### src/rtl/core/prime_sieve_goldbach_split_core_assert.svh
// Assertion macros shared by the prime sieve Goldbach split core.
`ifndef PRIME_SIEVE_GOLDBACH_SPLIT_CORE_ASSERT_SVH
`define PRIME_SIEVE_GOLDBACH_SPLIT_CORE_ASSERT_SVH

// Same-cycle implication, sampled on clk, off while rst is high.
`define PSG_ASSERT_IMP(label, ante, cons) \
  label: assert property (@(posedge clk) disable iff (rst) (ante) |-> (cons)) \
    else $error("same-cycle check failed");

// Next-cycle implication, sampled on clk, off while rst is high.
`define PSG_ASSERT_NXT(label, ante, cons) \
  label: assert property (@(posedge clk) disable iff (rst) (ante) |=> (cons)) \
    else $error("next-cycle check failed");

`endif

### src/rtl/core/psg_pkg.sv
// Shared types, constants and control program of the prime sieve Goldbach split core.
package psg_pkg;

  localparam int MAX_VALUE_DEF = 65535;
  localparam int VALUE_W       = 16;
  localparam int CAND_W        = VALUE_W + 1;
  localparam int STEP_W        = 5;

  typedef enum logic [3:0] {
    OP_NONE,
    OP_LOAD_N,
    OP_ADDR_CLR,
    OP_FILL,
    OP_I_INIT,
    OP_CALC_SQ,
    OP_READ_I,
    OP_J_INIT,
    OP_CLEAR_J,
    OP_I_INC,
    OP_SET_READY,
    OP_CAND_INIT,
    OP_READ_PAIR,
    OP_CAND_INC,
    OP_EMIT_FOUND,
    OP_EMIT_NONE
  } op_t;

  typedef enum logic [3:0] {
    C_NEVER,
    C_ALWAYS,
    C_NO_INPUT,
    C_TABLE_READY,
    C_ADDR_NOT_LAST,
    C_SQ_GT_MAX,
    C_NOT_PRIME,
    C_J_NEXT_LE_MAX,
    C_N_ODD,
    C_CAND_OVER,
    C_PAIR_FOUND,
    C_OUT_FREE
  } cond_t;

  typedef struct packed {
    op_t               op;
    cond_t             cond;
    logic [STEP_W-1:0] target;
  } ctrl_t;

  typedef struct packed {
    logic in_valid;
    logic table_ready;
    logic addr_last;
    logic sq_gt_max;
    logic not_prime;
    logic j_next_le_max;
    logic n_odd;
    logic cand_over;
    logic pair_found;
    logic out_free;
  } flags_t;

  localparam logic [STEP_W-1:0] S_IDLE       = 5'd0;
  localparam logic [STEP_W-1:0] S_CHECK_RDY  = 5'd1;
  localparam logic [STEP_W-1:0] S_FILL_INIT  = 5'd2;
  localparam logic [STEP_W-1:0] S_FILL       = 5'd3;
  localparam logic [STEP_W-1:0] S_I_INIT     = 5'd4;
  localparam logic [STEP_W-1:0] S_SQ         = 5'd5;
  localparam logic [STEP_W-1:0] S_SQ_TEST    = 5'd6;
  localparam logic [STEP_W-1:0] S_READ_I     = 5'd7;
  localparam logic [STEP_W-1:0] S_J_INIT     = 5'd8;
  localparam logic [STEP_W-1:0] S_CLEAR      = 5'd9;
  localparam logic [STEP_W-1:0] S_I_INC      = 5'd10;
  localparam logic [STEP_W-1:0] S_SET_READY  = 5'd11;
  localparam logic [STEP_W-1:0] S_SEARCH     = 5'd12;
  localparam logic [STEP_W-1:0] S_PAIR       = 5'd13;
  localparam logic [STEP_W-1:0] S_PAIR_TEST  = 5'd14;
  localparam logic [STEP_W-1:0] S_CAND_INC   = 5'd15;
  localparam logic [STEP_W-1:0] S_FOUND      = 5'd16;
  localparam logic [STEP_W-1:0] S_FOUND_WAIT = 5'd17;
  localparam logic [STEP_W-1:0] S_NONE       = 5'd18;
  localparam logic [STEP_W-1:0] S_NONE_WAIT  = 5'd19;

  // Control program: a taken condition jumps to target, otherwise fall through.
  function automatic ctrl_t seq_rom(input logic [STEP_W-1:0] step);
    ctrl_t w;
    w = '{op: OP_NONE, cond: C_ALWAYS, target: S_IDLE};
    unique case (step)
      S_IDLE:       w = '{op: OP_LOAD_N,     cond: C_NO_INPUT,      target: S_IDLE};
      S_CHECK_RDY:  w = '{op: OP_NONE,       cond: C_TABLE_READY,   target: S_SEARCH};
      S_FILL_INIT:  w = '{op: OP_ADDR_CLR,   cond: C_NEVER,         target: S_IDLE};
      S_FILL:       w = '{op: OP_FILL,       cond: C_ADDR_NOT_LAST, target: S_FILL};
      S_I_INIT:     w = '{op: OP_I_INIT,     cond: C_NEVER,         target: S_IDLE};
      S_SQ:         w = '{op: OP_CALC_SQ,    cond: C_NEVER,         target: S_IDLE};
      S_SQ_TEST:    w = '{op: OP_NONE,       cond: C_SQ_GT_MAX,     target: S_SET_READY};
      S_READ_I:     w = '{op: OP_READ_I,     cond: C_NEVER,         target: S_IDLE};
      S_J_INIT:     w = '{op: OP_J_INIT,     cond: C_NOT_PRIME,     target: S_I_INC};
      S_CLEAR:      w = '{op: OP_CLEAR_J,    cond: C_J_NEXT_LE_MAX, target: S_CLEAR};
      S_I_INC:      w = '{op: OP_I_INC,      cond: C_ALWAYS,        target: S_SQ};
      S_SET_READY:  w = '{op: OP_SET_READY,  cond: C_NEVER,         target: S_IDLE};
      S_SEARCH:     w = '{op: OP_CAND_INIT,  cond: C_N_ODD,         target: S_NONE};
      S_PAIR:       w = '{op: OP_READ_PAIR,  cond: C_CAND_OVER,     target: S_NONE};
      S_PAIR_TEST:  w = '{op: OP_NONE,       cond: C_PAIR_FOUND,    target: S_FOUND};
      S_CAND_INC:   w = '{op: OP_CAND_INC,   cond: C_ALWAYS,        target: S_PAIR};
      S_FOUND:      w = '{op: OP_EMIT_FOUND, cond: C_OUT_FREE,      target: S_IDLE};
      S_FOUND_WAIT: w = '{op: OP_NONE,       cond: C_ALWAYS,        target: S_FOUND};
      S_NONE:       w = '{op: OP_EMIT_NONE,  cond: C_OUT_FREE,      target: S_IDLE};
      S_NONE_WAIT:  w = '{op: OP_NONE,       cond: C_ALWAYS,        target: S_NONE};
      default:      w = '{op: OP_NONE,       cond: C_ALWAYS,        target: S_IDLE};
    endcase
    return w;
  endfunction

endpackage

### src/rtl/core/psg_seq.sv
// Step counter and control store of the prime sieve Goldbach split core.
module psg_seq (
  input  logic            clk,
  input  logic            rst,
  input  psg_pkg::flags_t flags,
  output psg_pkg::ctrl_t  ctrl
);

  logic [psg_pkg::STEP_W-1:0] pc;
  logic [psg_pkg::STEP_W-1:0] pc_next;
  logic                       take;

  assign ctrl = psg_pkg::seq_rom(pc);

  always_comb begin
    take = 1'b0;
    unique case (ctrl.cond)
      psg_pkg::C_NEVER:         take = 1'b0;
      psg_pkg::C_ALWAYS:        take = 1'b1;
      psg_pkg::C_NO_INPUT:      take = !flags.in_valid;
      psg_pkg::C_TABLE_READY:   take = flags.table_ready;
      psg_pkg::C_ADDR_NOT_LAST: take = !flags.addr_last;
      psg_pkg::C_SQ_GT_MAX:     take = flags.sq_gt_max;
      psg_pkg::C_NOT_PRIME:     take = flags.not_prime;
      psg_pkg::C_J_NEXT_LE_MAX: take = flags.j_next_le_max;
      psg_pkg::C_N_ODD:         take = flags.n_odd;
      psg_pkg::C_CAND_OVER:     take = flags.cand_over;
      psg_pkg::C_PAIR_FOUND:    take = flags.pair_found;
      psg_pkg::C_OUT_FREE:      take = flags.out_free;
      default:                  take = 1'b0;
    endcase
    pc_next = take ? ctrl.target : pc + 1'b1;
  end

  always_ff @(posedge clk) begin
    if (rst) begin
      pc <= psg_pkg::S_IDLE;
    end else begin
      pc <= pc_next;
    end
  end

endmodule

### config.mk
export PLATFORM = sky130hd
export DESIGN_NAME = psg_seq
export DESIGN_NICKNAME = d
export VERILOG_FILES = /design/src/rtl/core/prime_sieve_goldbach_split_core_assert.svh /design/src/rtl/core/psg_pkg.sv /design/src/rtl/core/psg_seq.sv
export SDC_FILE = /design/constraint.sdc
export NUM_CORES = 1
export LEC_CHECK = 0
export BUFFER_PORTS_ARGS = -buffer_cell sky130_fd_sc_hd__buf_4
export CORE_MARGIN = 10
export CORE_UTILIZATION = 48
export DETAILED_ROUTE_END_ITERATION = 12
export PLACE_DENSITY = 0.77
export SLEW_MARGIN = 10
export SYNTH_ARGS = -nofsm -noshare
export SYNTH_HDL_FRONTEND = slang
export SYNTH_SLANG_ARGS = --single-unit
export TNS_END_PERCENT = 1
### constraint.sdc
create_clock -name clk -period 2.6 [get_ports clk]
set_clock_uncertainty 0.15 [all_clocks]
set_input_delay 0.52 -clock clk [delete_from_list [all_inputs] [get_ports clk]]
set_output_delay 0.52 -clock clk [all_outputs]
set_load 0.1 [all_outputs]
==> results.ini <==
[synth]
synth_fp_nets=145
syn-instance-count=128
yosysTopAreaCell=dfxtp_1
async_flop_share_pct=0
synth-seq-cells=18
ys_seq_area_share_pct=30.8
synth_edf_count=0
syn-cell-area_um2=1170
avgSynthCellArea_um2=9.14
synth_warnings=0
ys_types=46
synth_area_leaders=dfxtp_1 31%, mux2i_4 5.8%, ha_1 5.3%
synth_top_area_share_pct=30.8
synth_flop_cell=dfxtp_1

[cells_and_area]
nets=207
stdcell_count=217
areaGrowthSynthToFinish_pct=55.6
fin_area_um2=1820
n_antenna_cell=0
drive_gt1_share_pct=55.6

[clocking]
clkLatencyLatePin_ps=300
numCtsBuffers=3
htreeDepth=1
ctsHoldBuffers=0
clkTransAtPathRegs_ps=100
cts_root_buffer=clkbuf_4
clk_path_buf_depth=2
cts_tree=built
cts_sinks=18

[timing]
period_needed_ps=2810
fin_ws_ps=-210
fmax_ghz=0.356
worstMarginPinSlew_ps=419
final-max-slew-violation-count=0
min_period_over_period_pct=108
fin_tns_setup_ps=-934
slew_headroom_pct=71.9
finalSetupViolations=11
rsz0062_at_grt=true
finalHoldViolations=0

[grt]
grt_max_degree=16
grt_pass1_wl_um=6170
antenna_found_initial=0
grt_overflow=0
grt_pass1_vias=1234
track_usage_pct=15.1

[route]
vias=1265
via_per_inst=5.83
drt_iter0_drc=74
drtAntennaViolNets=0
drcViolationCount=0
first_pass_iters=4
wl_per_cell_um=18.8
wirelength_um=4080

[setup_path]
crit_top_cell=or2_4
rr_endpoint=ctrl[5]$_SDFF_PP1_
worst_setup_path_start_kind=flop
cp_top_family=simple AND/OR/NAND/NOR gates
cp.arrival_ps=2840
crit_chain=buf_4 -> or2_4 -> a2111oi_4 -> nor4b_4 -> mux2i_2 -> or2_4 -> ha_4 -> inv_1 -> nor2_1 -> a211oi_2 -> o22ai_1
crit_required_ps=2630
reg2reg_depth=11
crit_fanout=6
slowest_stage=dfxtp_4
end_kind=flop
slowest_delay_ps=380
reg2reg_slack_ps=-210
worstSetupPathType=reg -> reg
cp.buffers_inverters=2
crit-reg2reg-launch=ctrl[6]$_DFF_P_

[hold_path]
hold_end=pc[1]$_SDFF_PP0_
hp-class=in -> reg
hold-path-cell-count=2
min_from=rst

[status]
violations=setup timing
status=finished, violations left

[power_and_ir_drop]
leakagePower_nw=0.763
power.total_mw=2.55
power.density_nw_per_um2=1400
peakVddDrop_mv=1.01

[floorplan]
fp.dieH_um=69.4
num_io_pins=25
dieWidth_um=69.4
core_area_um2=2280
initial_core_util_pct=51.4
die-area_um2=4810
rows=17

[placement]
dp_hpwl_um=2580
dpl_cell_area_um2=1570
place.gp.congestion=0.886
dp.cells=200
io_buffers=24
dp_slack_ps=-241

[run]
max_cap_violations=0

-- cell usage in the layout, fill, tap and decap left out, types with 3 or more instances in the layout --
master	instances
buf_4	57
dfxtp_1	14
nor2_1	12
inv_1	6
nand2_1	6
nand3_1	6
a21oi_1	5
mux2i_2	4
xnor2_1	4
ha_4	4
dfxtp_4	4
buf_6	4
inv_4	3
mux2i_4	3
nor3_1	3
o21ai_1	3
clkbuf_4	3
-- report_power, final --
group | switching (mW) | internal, mW | total, mW | leakage (nW)
Clock | 0.0900 | 0.0599 | 0.150 | 0.0150
Combinational | 1.13 | 0.810 | 1.94 | 0.599
Sequential | 0.0841 | 0.376 | 0.460 | 0.150
-- through the flow --
stage                     util (%)  hold WS (ps)
after global routing          80.0           411
after detailed placement      68.8           569
after floorplan                  -           506
final                         80.0           386
after global placement        68.8           548
after CTS                     74.8           350
-- flip-flops by register name (all words and copies together), names as in the netlist --
register and flops:
pc 5, ctrl 13
-- worst register-to-register path: stages, from the launching register on --
cell       delay [ps]
dfxtp_4           380
buf_4             150
or2_4             250
a2111oi_4         330
nor4b_4           120
mux2i_2           180
or2_4             310
ha_4              190
inv_1              90
nor2_1             90
a211oi_2          280
o22ai_1           140
-- cell usage after synthesis (2+ instances only) --
library cell   n
a211oi_1       2
a21oi_1        5
buf_6          3
dfxtp_1       18
ha_1           5
inv_1          8
mux2i_1        5
mux2i_4        3
nand2_1        8
nand3_1        6
nand3b_1       2
nor2_1        14
nor2b_1        2
nor3_1         4
o211ai_1       2
o21ai_1        3
o22ai_1        3
o31ai_1        2
or3_1          3
xnor2_1        4
-- routing by layer --
| metal | global-route usage (%) | part of all wire (%) |
|---|---|---|
| met1 | 18.0 | 41 |
| met2 | 25.7 | 51 |
| met3 | 2.57 | 5.9 |
| met4 | 6.65 | 2.9 |
| met5 | 0 | 0 |
-- area by class of cell --
type                       count  area [um2]
multi-input combinational     95         846
sequential                    18         375
inverter                      10        45.0
fill                         152         455
tap                           28        35.0
clock buffer                   4        26.3
timing repair buffer          62         493
-- worst max path at each step --
stage                     from            endpoint  slack [ps]  cells after the start
6_report       ctrl[6]$_DFF_P_  ctrl[5]$_SDFF_PP1_        -210                     11
5_1_grt        ctrl[6]$_DFF_P_  ctrl[5]$_SDFF_PP1_        -300                     11
2_1_floorplan  ctrl[6]$_DFF_P_  ctrl[2]$_SDFF_PP0_        -310                     11
3_3_place_gp          flags[4]     ctrl[8]$_DFF_P_        -210                     11
4_1_cts        ctrl[6]$_DFF_P_     ctrl[4]$_DFF_P_         -70                     10
3_5_place_dp          flags[4]     ctrl[4]$_DFF_P_        -240                     11
-- cell families after synthesis --
group,count (synthesis),synth area share [%]
AND/OR/NAND/NOR,48,23.2
AO/OA/AOI/OAI,29,19.6
flip-flops,18,30.8
buffers and inverters,15,7.06
multiplexers,9,11.0
adder cells (fa/ha/maj),5,5.35
XOR/XNOR,4,2.99
-- what timing repair did --
item                       4_1_cts  5_1_grt
resized for setup               16       14
pin swaps                        8        9
setup buffers                    5        9
setup endpoints to repair       12       13
(Power assumes the default switching activity.)
